[config.mk]
export PLATFORM = sky130hd
export DESIGN_NAME = nnc_ctrl
export DESIGN_NICKNAME = d
export VERILOG_FILES = /design/src/rtl/nnc_pkg.sv /design/src/rtl/nnc_ctrl.sv
export SDC_FILE = /design/constraint.sdc
export NUM_CORES = 1
export LEC_CHECK = 0
export ABC_CLOCK_PERIOD_IN_PS = 1240
export BUFFER_PORTS_ARGS = -buffer_cell sky130_fd_sc_hd__buf_2
export CORE_AREA = 2 2 39 41
export DETAILED_ROUTE_END_ITERATION = 6
export DIE_AREA = 0 0 41 43
export MAX_ROUTING_LAYER = met4
export PLACE_DENSITY_LB_ADDON = 0.1
export SLEW_MARGIN = 20
export SYNTH_ARGS = -nofsm -noshare
export SYNTH_HDL_FRONTEND = slang
export SYNTH_SLANG_ARGS = --single-unit
[constraint.sdc]
create_clock -name clk -period 1.24 [get_ports clk]
set_input_delay 0.248 -clock clk [delete_from_list [all_inputs] [get_ports clk]]
set_output_delay 0.248 -clock clk [all_outputs]
set_load 0.01 [all_outputs]
[src/rtl/nnc_pkg.sv]
// ----------------------------------------------------------------------------
// nnc_pkg
// Shared types and constants for the nearest neighbor classifier.
// ----------------------------------------------------------------------------
package nnc_pkg;

  localparam int MAX_INSTANCES_DEF   = 1024;
  localparam int MAX_FEATURES_DEF    = 64;
  localparam int VALUE_BITS          = 16;
  localparam int CFG_W               = 7;
  localparam int FEATURE_COUNT_RESET = 4;

  typedef enum logic [1:0] {
    OP_LOAD     = 2'd0,
    OP_CLASSIFY = 2'd1,
    OP_CLEAR    = 2'd2,
    OP_NOP      = 2'd3
  } op_t;

  typedef struct packed {
    op_t                          operation;
    logic signed [VALUE_BITS-1:0] feature_value;
    logic [7:0]                   class_label;
    logic [9:0]                   query_index;
  } in_item_t;

  typedef struct packed {
    logic [7:0] predicted_class;
    logic [9:0] echoed_index;
    logic       no_neighbor;
    logic       bad_index;
  } out_item_t;

  typedef enum logic [2:0] {
    S_IDLE,
    S_CHECK,
    S_SCAN,
    S_DRAIN,
    S_DONE
  } state_t;

  typedef struct packed {
    logic take;
    logic scan_step;
    logic publish;
  } ctrl_cmd_t;

  typedef struct packed {
    logic skip;
    logic scan_last;
    logic pipe_idle;
    logic out_free;
  } dp_status_t;

endpackage

[src/rtl/nnc_ctrl.sv]
// ----------------------------------------------------------------------------
// nnc_ctrl
// Sequencer for the classifier: takes transactions, runs the neighbor scan,
// waits for the distance pipeline to drain and hands off the result.
// ----------------------------------------------------------------------------
module nnc_ctrl (
  input  logic               clk,
  input  logic               rst,
  input  logic               in_valid,
  output logic               in_ready,
  input  nnc_pkg::op_t       operation,
  input  nnc_pkg::dp_status_t sts,
  output nnc_pkg::ctrl_cmd_t cmd
);

  import nnc_pkg::*;

  state_t state;
  state_t state_next;

  always_ff @(posedge clk) begin
    if (rst) begin
      state <= S_IDLE;
    end else begin
      state <= state_next;
    end
  end

  always_comb begin
    state_next = state;
    unique case (state)
      S_IDLE: begin
        if (in_valid && (operation == OP_CLASSIFY)) begin
          state_next = S_CHECK;
        end
      end
      S_CHECK: begin
        state_next = sts.skip ? S_DONE : S_SCAN;
      end
      S_SCAN: begin
        if (sts.scan_last) begin
          state_next = S_DRAIN;
        end
      end
      S_DRAIN: begin
        if (sts.pipe_idle) begin
          state_next = S_DONE;
        end
      end
      S_DONE: begin
        if (sts.out_free) begin
          state_next = S_IDLE;
        end
      end
      default: state_next = S_IDLE;
    endcase
  end

  always_comb begin
    in_ready      = 1'b0;
    cmd.take      = 1'b0;
    cmd.scan_step = 1'b0;
    cmd.publish   = 1'b0;
    unique case (state)
      S_IDLE: begin
        in_ready = 1'b1;
        cmd.take = in_valid;
      end
      S_CHECK: begin
      end
      S_SCAN: begin
        cmd.scan_step = 1'b1;
      end
      S_DRAIN: begin
      end
      S_DONE: begin
        cmd.publish = sts.out_free;
      end
      default: begin
      end
    endcase
  end

endmodule

==> results.md, run 1 <==
* Final Wtd Congestion at 0.6703
* DRT iter0 DRCs at 0
* DR pass1 iterations at 1
* Drt drc at 0
* Synth warnings at 0
* Synthesized instance count at 27
* Critical path class: reg -> out
* Root Buffer: clkbuf_4
* Largest family of logic cells by synthesized area: simple AND/OR/NAND/NOR gates
* # port buffers at 12
* Commonest cells in the netlist: nor2_1, dfxtp_1
* Row count at 14
* R2R setup slack at -0.02 ns
* Placed Cells at 56
* Failing checks: negative setup slack
* Final WS setup at -0.05604 ns
* Multiplexer share of the synthesized area at 0.1420
* DR WL met3 at 62 µm
* CP endpoint: cmd[2]
* GRT overflow at 0
* Synth Area in Compound Gates at 0.1420
* Post-synthesis xor/xnor area fraction at 0
* Vias per Instance at 4.313
* Layout cells sized above 1 at 0.6250
* Worst IR Drop VDD at 0.0004015 V
* Slew at the pin closest to its max-slew limit at 0.2316 ns
* RR Startpoint: state[2]
* Max Slew Vio Count at 0
* Initial Utilization at 0.1591
* Routed WL per cell at 11.17 µm
* Met1 wire length at 282 µm
* Arr. time, crit path at 1.05 ns
* Max reg flops at 3
* Final Hold Viols at 0
* Vias post-DR at 276
* Top Registers: state: 3 flops
* Worst endpoint required time at 0.99 ns
* Total CTS buffers at 3
* # clock sinks at 3
* # IOs at 13
* Sequential Area at 68.82 µm²
* Area leader, netlist: dfxtp_1
* Clock latency on the worst-skew pair at 0.24 ns
* CTS tree: built
* RSZ-0062 raised after global routing: yes
* Post-synthesis sequential area ratio at 0.2727
* Status: complete, but fails checks
* CP max FO at 4
* ANT cells at 0
* Initial antenna violation count at 0
* Width of the die at 41 µm
* Largest cells by area after synthesis: dfxtp_1, mux2i_1, nor2_1
* Tcrit/Tclk final at 1.045
* Vias in the first global route at 287
* Hold Crit Class: in -> reg
* Max Freq at 771.6 MHz
* Hold-fix buffers, CTS at 0
* Largest net degree at the start of global routing at 8
* Syn Nets at 36
* First-pass GRT wire length at 1173 µm
* Met2 WL post-DR at 370 µm
* Highest Signal Layer: met3
* Drt total wl at 715 µm
* PD cells at 872.1 nW/µm²
* Worst-path clk slew at 0.04 ns
* Die height at 43 µm
* R2R cell count at 5
* Fin crit period at 1.296 ns
* Reg2reg end: state[2]
* Synth top area share at 0.2727
* Biggest register: state
* Fin Setup TNS at -0.1417 ns
* Startpoint Class: flip-flop
* Layout Cells excl Fill at 64
* Prevailing post-synth register cell: dfxtp_1
* Die area at 1763 µm²
* Count of cell types in the netlist at 16
* Max-slew headroom at 0.8446
* Critical path origin: state[1]
* Core area at 1384 µm²
* Critical Path Sink Type: output pin
* GRT Total Usage at 0.1057
* Final setup violation count at 4
* Mean area per synthesized cell at 8.156 µm²
* Post-synth EDFFs at 0
* #FFs+latches synth at 3
* Adder-Cell Fraction of Synth Area at 0
* Area of the multi-input gates at 196.4 µm²
* # fillers at 174
* LEAKAGE at 0.1908 nW
* Mapped cell area at 220.2 µm²
* Remaining antenna violation count at 0
* Simple-gate share of the synthesized area at 0.4432
* H-Tree Depth at 1
* Post-synth ARST share at 0
* Area grow syn2layout at 92.05%
* Max Root-Sink Buffers at 2
* Final net count at 58
* Clock Skew at 0.007725 ns
* Most common cell in the synthesized netlist: nor2_1
* Max Cap Viol at 0
stage by stage:
| stage | setup WS (ns) | area [µm²] | power (W) | utilization | hold WS (ns) |
|---|---|---|---|---|---|
| after floorplan | 0.08245 | 220.2 | 0.0001505 | - | 0.3171 |
| after global placement | 0.03230 | 307.8 | 0.0001798 | 0.2224 | 0.4634 |
| after detailed placement | -0.008783 | 307.8 | 0.0001800 | 0.2224 | 0.4525 |
| after CTS | -0.07328 | 399.1 | 0.0003705 | 0.2884 | 0.1898 |
| after global routing | -0.1253 | 422.9 | 0.0003951 | 0.3056 | 0.2003 |
| final | -0.05604 | 422.9 | 0.0003688 | 0.3056 | 0.1964 |
how the worst min path moves through the flow:
stage                     start  endpoint  slack, ns  cells after the start
after floorplan             rst  state[0]       0.32                      1
after global placement      rst  state[0]       0.46                      2
after detailed placement    rst  state[0]       0.45                      2
after CTS                   rst  state[0]       0.19                      2
after global routing        rst  state[0]       0.20                      2
final                       rst  state[0]       0.20                      2
final cells by class:
type | instances | area share
flip-flops and latches | 3 | 0.1627
repair buffers | 17 | 0.2633
well taps | 16 | 0.04734
clock buffers | 4 | 0.06213
multi-input cells | 24 | 0.4645
worst max-delay path, cell delays in order (launching register included):
cell and delay [ns]:
dfxtp_4 0.35, nor3_4 0.20, and2_1 0.14, buf_2 0.12
kinds of logic after synthesis:
logic type | Yosys count
and+or+nand+nor | 17
muxes | 3
DFF | 3
AOI/OAI and AO/OA | 4
report_power, final:
part / switching, W / leakage [nW] / internal (W) / total [W]
Combinational: 0.0000351 / 0.149 / 0.0000463 / 0.0000815
Clock: 0.0000560 / 0.0150 / 0.000121 / 0.000177
Sequential: 0.0000119 / 0.0263 / 0.0000984 / 0.000110
Total: 0.000103 / 0.191 / 0.000266 / 0.000369
timing repair:
item	in CTS	in global routing
resized for setup	12	3
buffers inserted	3	1
hold endpoints to repair	0	0
setup endpoints to repair	5	6
pin swaps	5	5
routing by layer:
layer / vias up / global-route usage
met5: - / -
met4: 0 / 0.04000
met3: 0 / 0.06283
met2: 11 / 0.1594
met1: 127 / 0.1086
li1: 138 / -
layout by cell type (no fill, tap or decap):
cell / n
buf_6: 3
nor2_4: 1
and2_1: 1
clkbuf_1: 1
nand2b_4: 2
or2b_1: 2
buf_4: 3
o22a_1: 1
dfxtp_2: 1
nand2_1: 2
a21oi_1: 1
buf_2: 11
nor2_1: 3
mux2_1: 1
nand3b_1: 1
o21ai_1: 1
mux2i_1: 2
clkbuf_4: 3
nor3b_2: 1
nor3_4: 1
o211ai_2: 1
and2_4: 1
nand3_1: 2
dfxtp_4: 2
Note: power is estimated with default switching activity, not from simulation.
==> run 2, diff against run 1 <==
- ABC_AREA: unset -> 1
- REMOVE_ABC_BUFFERS: unset -> 1
==> results.md, run 2 <==
* Layout Cells excl Fill at 81 (was 64)
* R2R setup slack at 0.11 ns (was -0.02 ns)
* Routed WL per cell at 7.914 µm (was 11.17 µm)
* Final Wtd Congestion at 0.6934 (was 0.6703)
* Arr. time, crit path at 0.99 ns (was 1.05 ns)
* # port buffers at 12 (unchanged)
* Synth warnings at 0 (unchanged)
* R2R cell count at 8 (was 5)
* # clock sinks at 3 (unchanged)
* Worst IR Drop VDD at 0.0005768 V (was 0.0004015 V)
* GRT Total Usage at 0.08848 (was 0.1057)
* Count of cell types in the netlist at 12 (was 16)
* CP max FO at 4 (unchanged)
* RR Startpoint: state[0] (was state[2])
* Clock Skew at 0.006809 ns (was 0.007725 ns)
* DR WL met3 at 31 µm (was 62 µm)
* Die height at 43 µm (unchanged)
* Status: complete, but fails checks (unchanged)
* Max-slew headroom at 0.8938 (was 0.8446)
* Drt drc at 0 (unchanged)
* Reg2reg end: state[2] (unchanged)
* Area leader, netlist: dfxtp_1 (unchanged)
* Post-synth ARST share at 0 (unchanged)
* Core area at 1384 µm² (unchanged)
* # fillers at 165 (was 174)
* Slew at the pin closest to its max-slew limit at 0.1581 ns (was 0.2316 ns)
* Final Hold Viols at 0 (unchanged)
* Largest cells by area after synthesis: dfxtp_1, inv_1, nor2_1 (was dfxtp_1, mux2i_1, nor2_1)
* Mapped cell area at 255.2 µm² (was 220.2 µm²)
* Hpwl dp at 531.9 µm
* Row count at 14 (unchanged)
* Startpoint Class: flip-flop (unchanged)
* Post-synthesis sequential area ratio at 0.2353 (was 0.2727)
* Critical path class: reg -> out (unchanged)
* Vias post-DR at 322 (was 276)
* RSZ-0062 raised after global routing: yes (unchanged)
* Max Freq at 804.7 MHz (was 771.6 MHz)
* Highest Signal Layer: met4 (was met3)
* First-pass GRT wire length at 1041 µm (was 1173 µm)
* Width of the die at 41 µm (unchanged)
* Clock latency on the worst-skew pair at 0.24 ns (about the same)
* Area grow syn2layout at 62.74% (was 92.05%)
* Max Root-Sink Buffers at 2 (unchanged)
* Biggest register: state (unchanged)
* Util after Layout at 0.3002 (was 0.3056)
* Final WS setup at -0.002706 ns (was -0.05604 ns)
* Layout cells sized above 1 at 0.5231 (was 0.6250)
* Met2 WL post-DR at 308 µm (was 370 µm)
* Worst endpoint required time at 0.99 ns (about the same)
* Mean area per synthesized cell at 5.672 µm² (was 8.156 µm²)
* LEAKAGE at 0.2395 nW (was 0.1908 nW)
* Synth top area share at 0.2353 (was 0.2727)
* Critical Path Sink Type: output pin (unchanged)
* Max Cap Viol at 0 (unchanged)
* Max reg flops at 3 (unchanged)
* Largest net degree at the start of global routing at 6 (was 8)
* Hold-fix buffers, CTS at 0 (unchanged)
* Hold path endpoint: state[0] (unchanged)
* H-Tree Depth at 1 (unchanged)
* Most common cell in the synthesized netlist: inv_1 (was nor2_1)
* GRT overflow at 0 (unchanged)
* Synthesized instance count at 45 (was 27)
* Tcrit/Tclk final at 1.002 (was 1.045)
* PD cells at 2448 nW/µm² (was 872.1 nW/µm²)
* CTS tree: built (unchanged)
* Initial antenna violation count at 0 (unchanged)
* Post-synth EDFFs at 0 (unchanged)
* Worst-path clk slew at 0.04 ns (about the same)
* Failing checks: negative setup slack (unchanged)
* #FFs+latches synth at 3 (unchanged)
* ANT cells at 0 (unchanged)
* Root Buffer: clkbuf_4 (unchanged)
* Drt total wl at 641 µm (was 715 µm)
* DRT iter0 DRCs at 2 (was 0)
* Top Registers: state: 3 flops (unchanged)
* Most common cell after layout, fill and taps aside: buf_2 (unchanged)
* Total CTS buffers at 3 (unchanged)
* Remaining antenna violation count at 0 (unchanged)
* Initial Utilization at 0.1844 (was 0.1591)
* Hold Crit Class: in -> reg (unchanged)
* Max Slew Vio Count at 0 (unchanged)
* Met1 wire length at 281 µm (was 282 µm)
* Commonest cells in the netlist: inv_1, nor2_1, nand2_1 (was nor2_1, dfxtp_1)
* # IOs at 13 (unchanged)
* Final net count at 75 (was 58)
* Prevailing post-synth register cell: dfxtp_1 (unchanged)
* Most frequent cells in the layout: buf_2, inv_1, nor2_1, nand2_1, nand3_1 (was buf_2, nor2_1, clkbuf_4, buf_6, buf_4)
* Die area at 1763 µm² (unchanged)
* Hold Path Stages at 2 (unchanged)
* Final setup violation count at 1 (was 4)
* Vias per Instance at 3.975 (was 4.313)
* Hold wc startpoint: rst (unchanged)
* Vias in the first global route at 277 (was 287)
* DR pass1 iterations at 3 (was 1)
* Fin crit period at 1.243 ns (was 1.296 ns)
* Placed Cells at 73 (was 56)
run 2: cell type report:
cell class,count,area (µm²),share of cell area
tap,16,20.02,0.04819
inverter,10,37.54,0.09036
sequential,3,66.31,0.1596
clock buffer,4,26.28,0.06325
timing repair buffer,16,90.09,0.2169
multi-input combinational,32,175.2,0.4217
run 2: kinds of logic after synthesis:
logic type	after synthesis	synth area share
AND/OR/NAND/NOR	29	0.5245
buffers and inverters	10	0.1471
flip-flops	3	0.2353
AO/OA/AOI/OAI	3	0.09313
run 2: through the flow:
stage | area (µm²) | hold WS (ns) | setup TNS [ns] | power (W) | worst slack (ns)
after floorplan | 255.2 | 0.3171 | 0 | 0.0005483 | 0.2005
after global placement | 335.3 | 0.4232 | 0 | 0.0006879 | 0.1352
after detailed placement | 335.3 | 0.4308 | 0 | 0.0006798 | 0.1470
after CTS | 405.4 | 0.1704 | -0.04184 | 0.0009950 | -0.02561
after global routing | 415.4 | 0.1835 | -0.2335 | 0.001127 | -0.08659
final | 415.4 | 0.1740 | -0.002706 | 0.001017 | -0.002706
run 2: how the worst max path moves through the flow:
stage,startpoint,to
finish,state[0],cmd[0]
global route,state[0],cmd[2]
CTS,state[1],cmd[2]
detailed placement,state[1],cmd[2]
global placement,state[1],cmd[0]
floorplan,state[0],cmd[0]
run 2: critical path, cell delays in order, from the launching register on:
cell and delay (ns):
dfxtp_2 0.34, nor2_4 0.14, inv_2 0.05, nor3_2 0.08
buf_2 0.14
run 2: what timing repair did:
item                                   CTS  global route
setup buffers                            3             1
gates resized for setup                 10             1
setup endpoints to repair                4             4
endpoints found under the hold margin    0             0
pin swaps                                1             1
run 2: where the power goes:
group | leakage, nW | switching, W | internal, W | total [W]
clock network | 0.0150 | 0.0000561 | 0.000121 | 0.000177
logic | 0.198 | 0.000333 | 0.000306 | 0.000639
registers | 0.0261 | 0.0000551 | 0.000146 | 0.000201
run 2: per-layer routing:
layer	up-vias	track usage
met5	-	-
met4	0	0.06000
met3	2	0
met2	11	0.1375
met1	132	0.1061
li1	177	-
==> run 3, diff against run 2 <==
- CELL_PAD_IN_SITES_DETAIL_PLACEMENT: unset -> 0
- CELL_PAD_IN_SITES_GLOBAL_PLACEMENT: unset -> 1
==> results.md, run 3 (synthesis gave the netlist of run 2 again) <==
* Status: complete, but fails checks (unchanged)
* Failing checks: negative setup slack (unchanged)
* Max Slew Vio Count at 0 (unchanged)
* Vias in the first global route at 280 (was 277)
* H-Tree Depth at 1 (unchanged)
* RR Startpoint: state[0] (unchanged)
* Total CTS buffers at 3 (unchanged)
* # port buffers at 12 (unchanged)
* Worst IR Drop VDD at 0.0007154 V (was 0.0005768 V)
* Hold WS at 0.1771 ns (was 0.1740 ns)
* Startpoint Class: flip-flop (unchanged)
* Width of the die at 41 µm (unchanged)
* Die area at 1763 µm² (unchanged)
* Final Hold Viols at 0 (unchanged)
* Post-route design area at 407.9 µm² (was 415.4 µm²)
* Hold Path Stages at 2 (unchanged)
* Vias post-DR at 316 (was 322)
* Most frequent cells in the layout: buf_2, inv_1, nor2_1, nand2_1, nand3_1 (unchanged)
* # IOs at 13 (unchanged)
* DR pass1 iterations at 3 (unchanged)
* CP max stage cell: dfxtp_4 (was dfxtp_2)
* Area grow syn2layout at 59.80% (was 62.74%)
* Worst endpoint required time at 0.99 ns (about the same)
* Drt total wl at 681 µm (was 641 µm)
* CP max FO at 4 (unchanged)
* GRT overflow at 0 (unchanged)
* Tcrit/Tclk final at 1.028 (was 1.002)
* Max Freq at 784.2 MHz (was 804.7 MHz)
* PD cells at 2406 nW/µm² (was 2448 nW/µm²)
* Final setup violation count at 2 (was 1)
* Core area at 1384 µm² (unchanged)
* Top Registers: state: 3 flops (unchanged)
* Fin crit period at 1.275 ns (was 1.243 ns)
* Biggest register: state (unchanged)
* Die height at 43 µm (unchanged)
* Drt drc at 0 (unchanged)
* Final Wtd Congestion at 0.6079 (was 0.6934)
* Met3 GRT Util at 0.01571 (was 0)
* Area post-placement at 335.3 µm² (unchanged)
* Max reg flops at 3 (unchanged)
* Row count at 14 (unchanged)
* Reg2reg end: state[2] (unchanged)
* Hold-fix buffers, CTS at 0 (unchanged)
* DRT iter0 DRCs at 2 (unchanged)
* Gr busiest metal: met2 (unchanged)
* Layout cells sized above 1 at 0.5000 (was 0.5231)
* Max Cap Viol at 0 (unchanged)
* Final WS setup at -0.03525 ns (was -0.002706 ns)
* Hold path endpoint: state[0] (unchanged)
* Worst-path clk slew at 0.04 ns (about the same)
* Buffers and inverters on the worst path at 2 (unchanged)
* Met2 Usage GRT at 0.1625 (was 0.1375)
* # clock sinks at 3 (unchanged)
* CP delay by family, top: flip-flops (unchanged)
* Initial Utilization at 0.1844 (unchanged)
* Max-slew headroom at 0.9005 (was 0.8938)
* GRT Total Usage at 0.09661 (was 0.08848)
* Routed WL per cell at 8.513 µm (was 7.914 µm)
* CP cell instances: nor2_4 -> inv_2 -> nor3_2 -> buf_2 (unchanged)
* Arr. time, crit path at 1.03 ns (was 0.99 ns)
* ANT cells at 0 (unchanged)
* Max stage delay on crit path at 0.35 ns (was 0.34 ns)
* R2R cell count at 7 (was 8)
* Vias per Instance at 3.950 (was 3.975)
* Hpwl dp at 559.5 µm (was 531.9 µm)
* Most common cell after layout, fill and taps aside: buf_2 (unchanged)
* Largest net degree at the start of global routing at 6 (unchanged)
* Root Buffer: clkbuf_4 (unchanged)
* Hold Crit Class: in -> reg (unchanged)
* Util after Layout at 0.2948 (was 0.3002)
* Area of the multi-input gates at 172.7 µm² (was 175.2 µm²)
* Sequential Area at 68.82 µm² (was 66.31 µm²)
* Max Root-Sink Buffers at 2 (unchanged)
* Hold wc startpoint: rst (unchanged)
* Place WS at 0.1049 ns (was 0.1470 ns)
* RSZ-0062 raised after global routing: yes (unchanged)
* LEAKAGE at 0.2347 nW (was 0.2395 nW)
* Remaining antenna violation count at 0 (unchanged)
* # fillers at 177 (was 165)
* Critical Path Sink Type: output pin (unchanged)
* R2R setup slack at 0.10 ns (was 0.11 ns)
* Initial antenna violation count at 0 (unchanged)
* GRT met1 Usage at 0.09615 (was 0.1061)
* Clock Skew at 0.002169 ns (was 0.006809 ns)
* Critical path class: reg -> out (unchanged)
* Final net count at 74 (was 75)
* Fin Setup TNS at -0.05669 ns (was -0.002706 ns)
* Clock latency on the worst-skew pair at 0.23 ns (was 0.24 ns)
* First-pass GRT wire length at 1097 µm (was 1041 µm)
* Slew at the pin closest to its max-slew limit at 0.1481 ns (was 0.1581 ns)
* CTS tree: built (unchanged)
-- run 3: cell count changes in the layout (fill, tap and decap cells not counted), sizes merged --
cell	delta
buf	-1
-- run 3: per-stage QoR --
stage                     cells  total power, W
after floorplan              45       0.0005483
after global placement       73       0.0006991
after detailed placement     73       0.0006889
after CTS                    79       0.0009725
after global routing         80        0.001110
final                        80       0.0009816
-- run 3: cell type report --
class,instances,share of cell area
inverter,10,0.09202
multi-input combinational,32,0.4233
timing repair buffer,15,0.2025
clock buffer,4,0.06442
tap,16,0.04908
sequential,3,0.1687
-- run 3: timing repair --
action,in CTS,in global routing
buffers inserted,2,1
pin swaps,1,3
setup endpoints to repair,4,4
resized for setup,10,1
gates cloned,0,0
endpoints found under the hold margin,0,0
-- run 3: power breakdown --
group,internal (W),switching [W]
clock network,0.000121,0.0000516
registers,0.000152,0.0000524
logic,0.000281,0.000323
total,0.000554,0.000427
-- run 3: routing by layer --
metal	routed length [µm]	up-vias	part of all wire
met4	0	0	0
met3	33	0	0.048
met1	290	131	0.43
li1	-	178	-
met5	0	-	0
met2	357	7	0.52
-- run 3: worst max path at each step --
stage	cells after the start	endpoint	from	slack [ns]
CTS	4	cmd[0]	state[1]	-0.04
global route	4	cmd[2]	state[0]	-0.12
finish	4	cmd[0]	state[0]	-0.04
global placement	7	state[2]	state[1]	0.09
detailed placement	7	state[2]	state[1]	0.10
floorplan	3	cmd[0]	state[0]	0.20
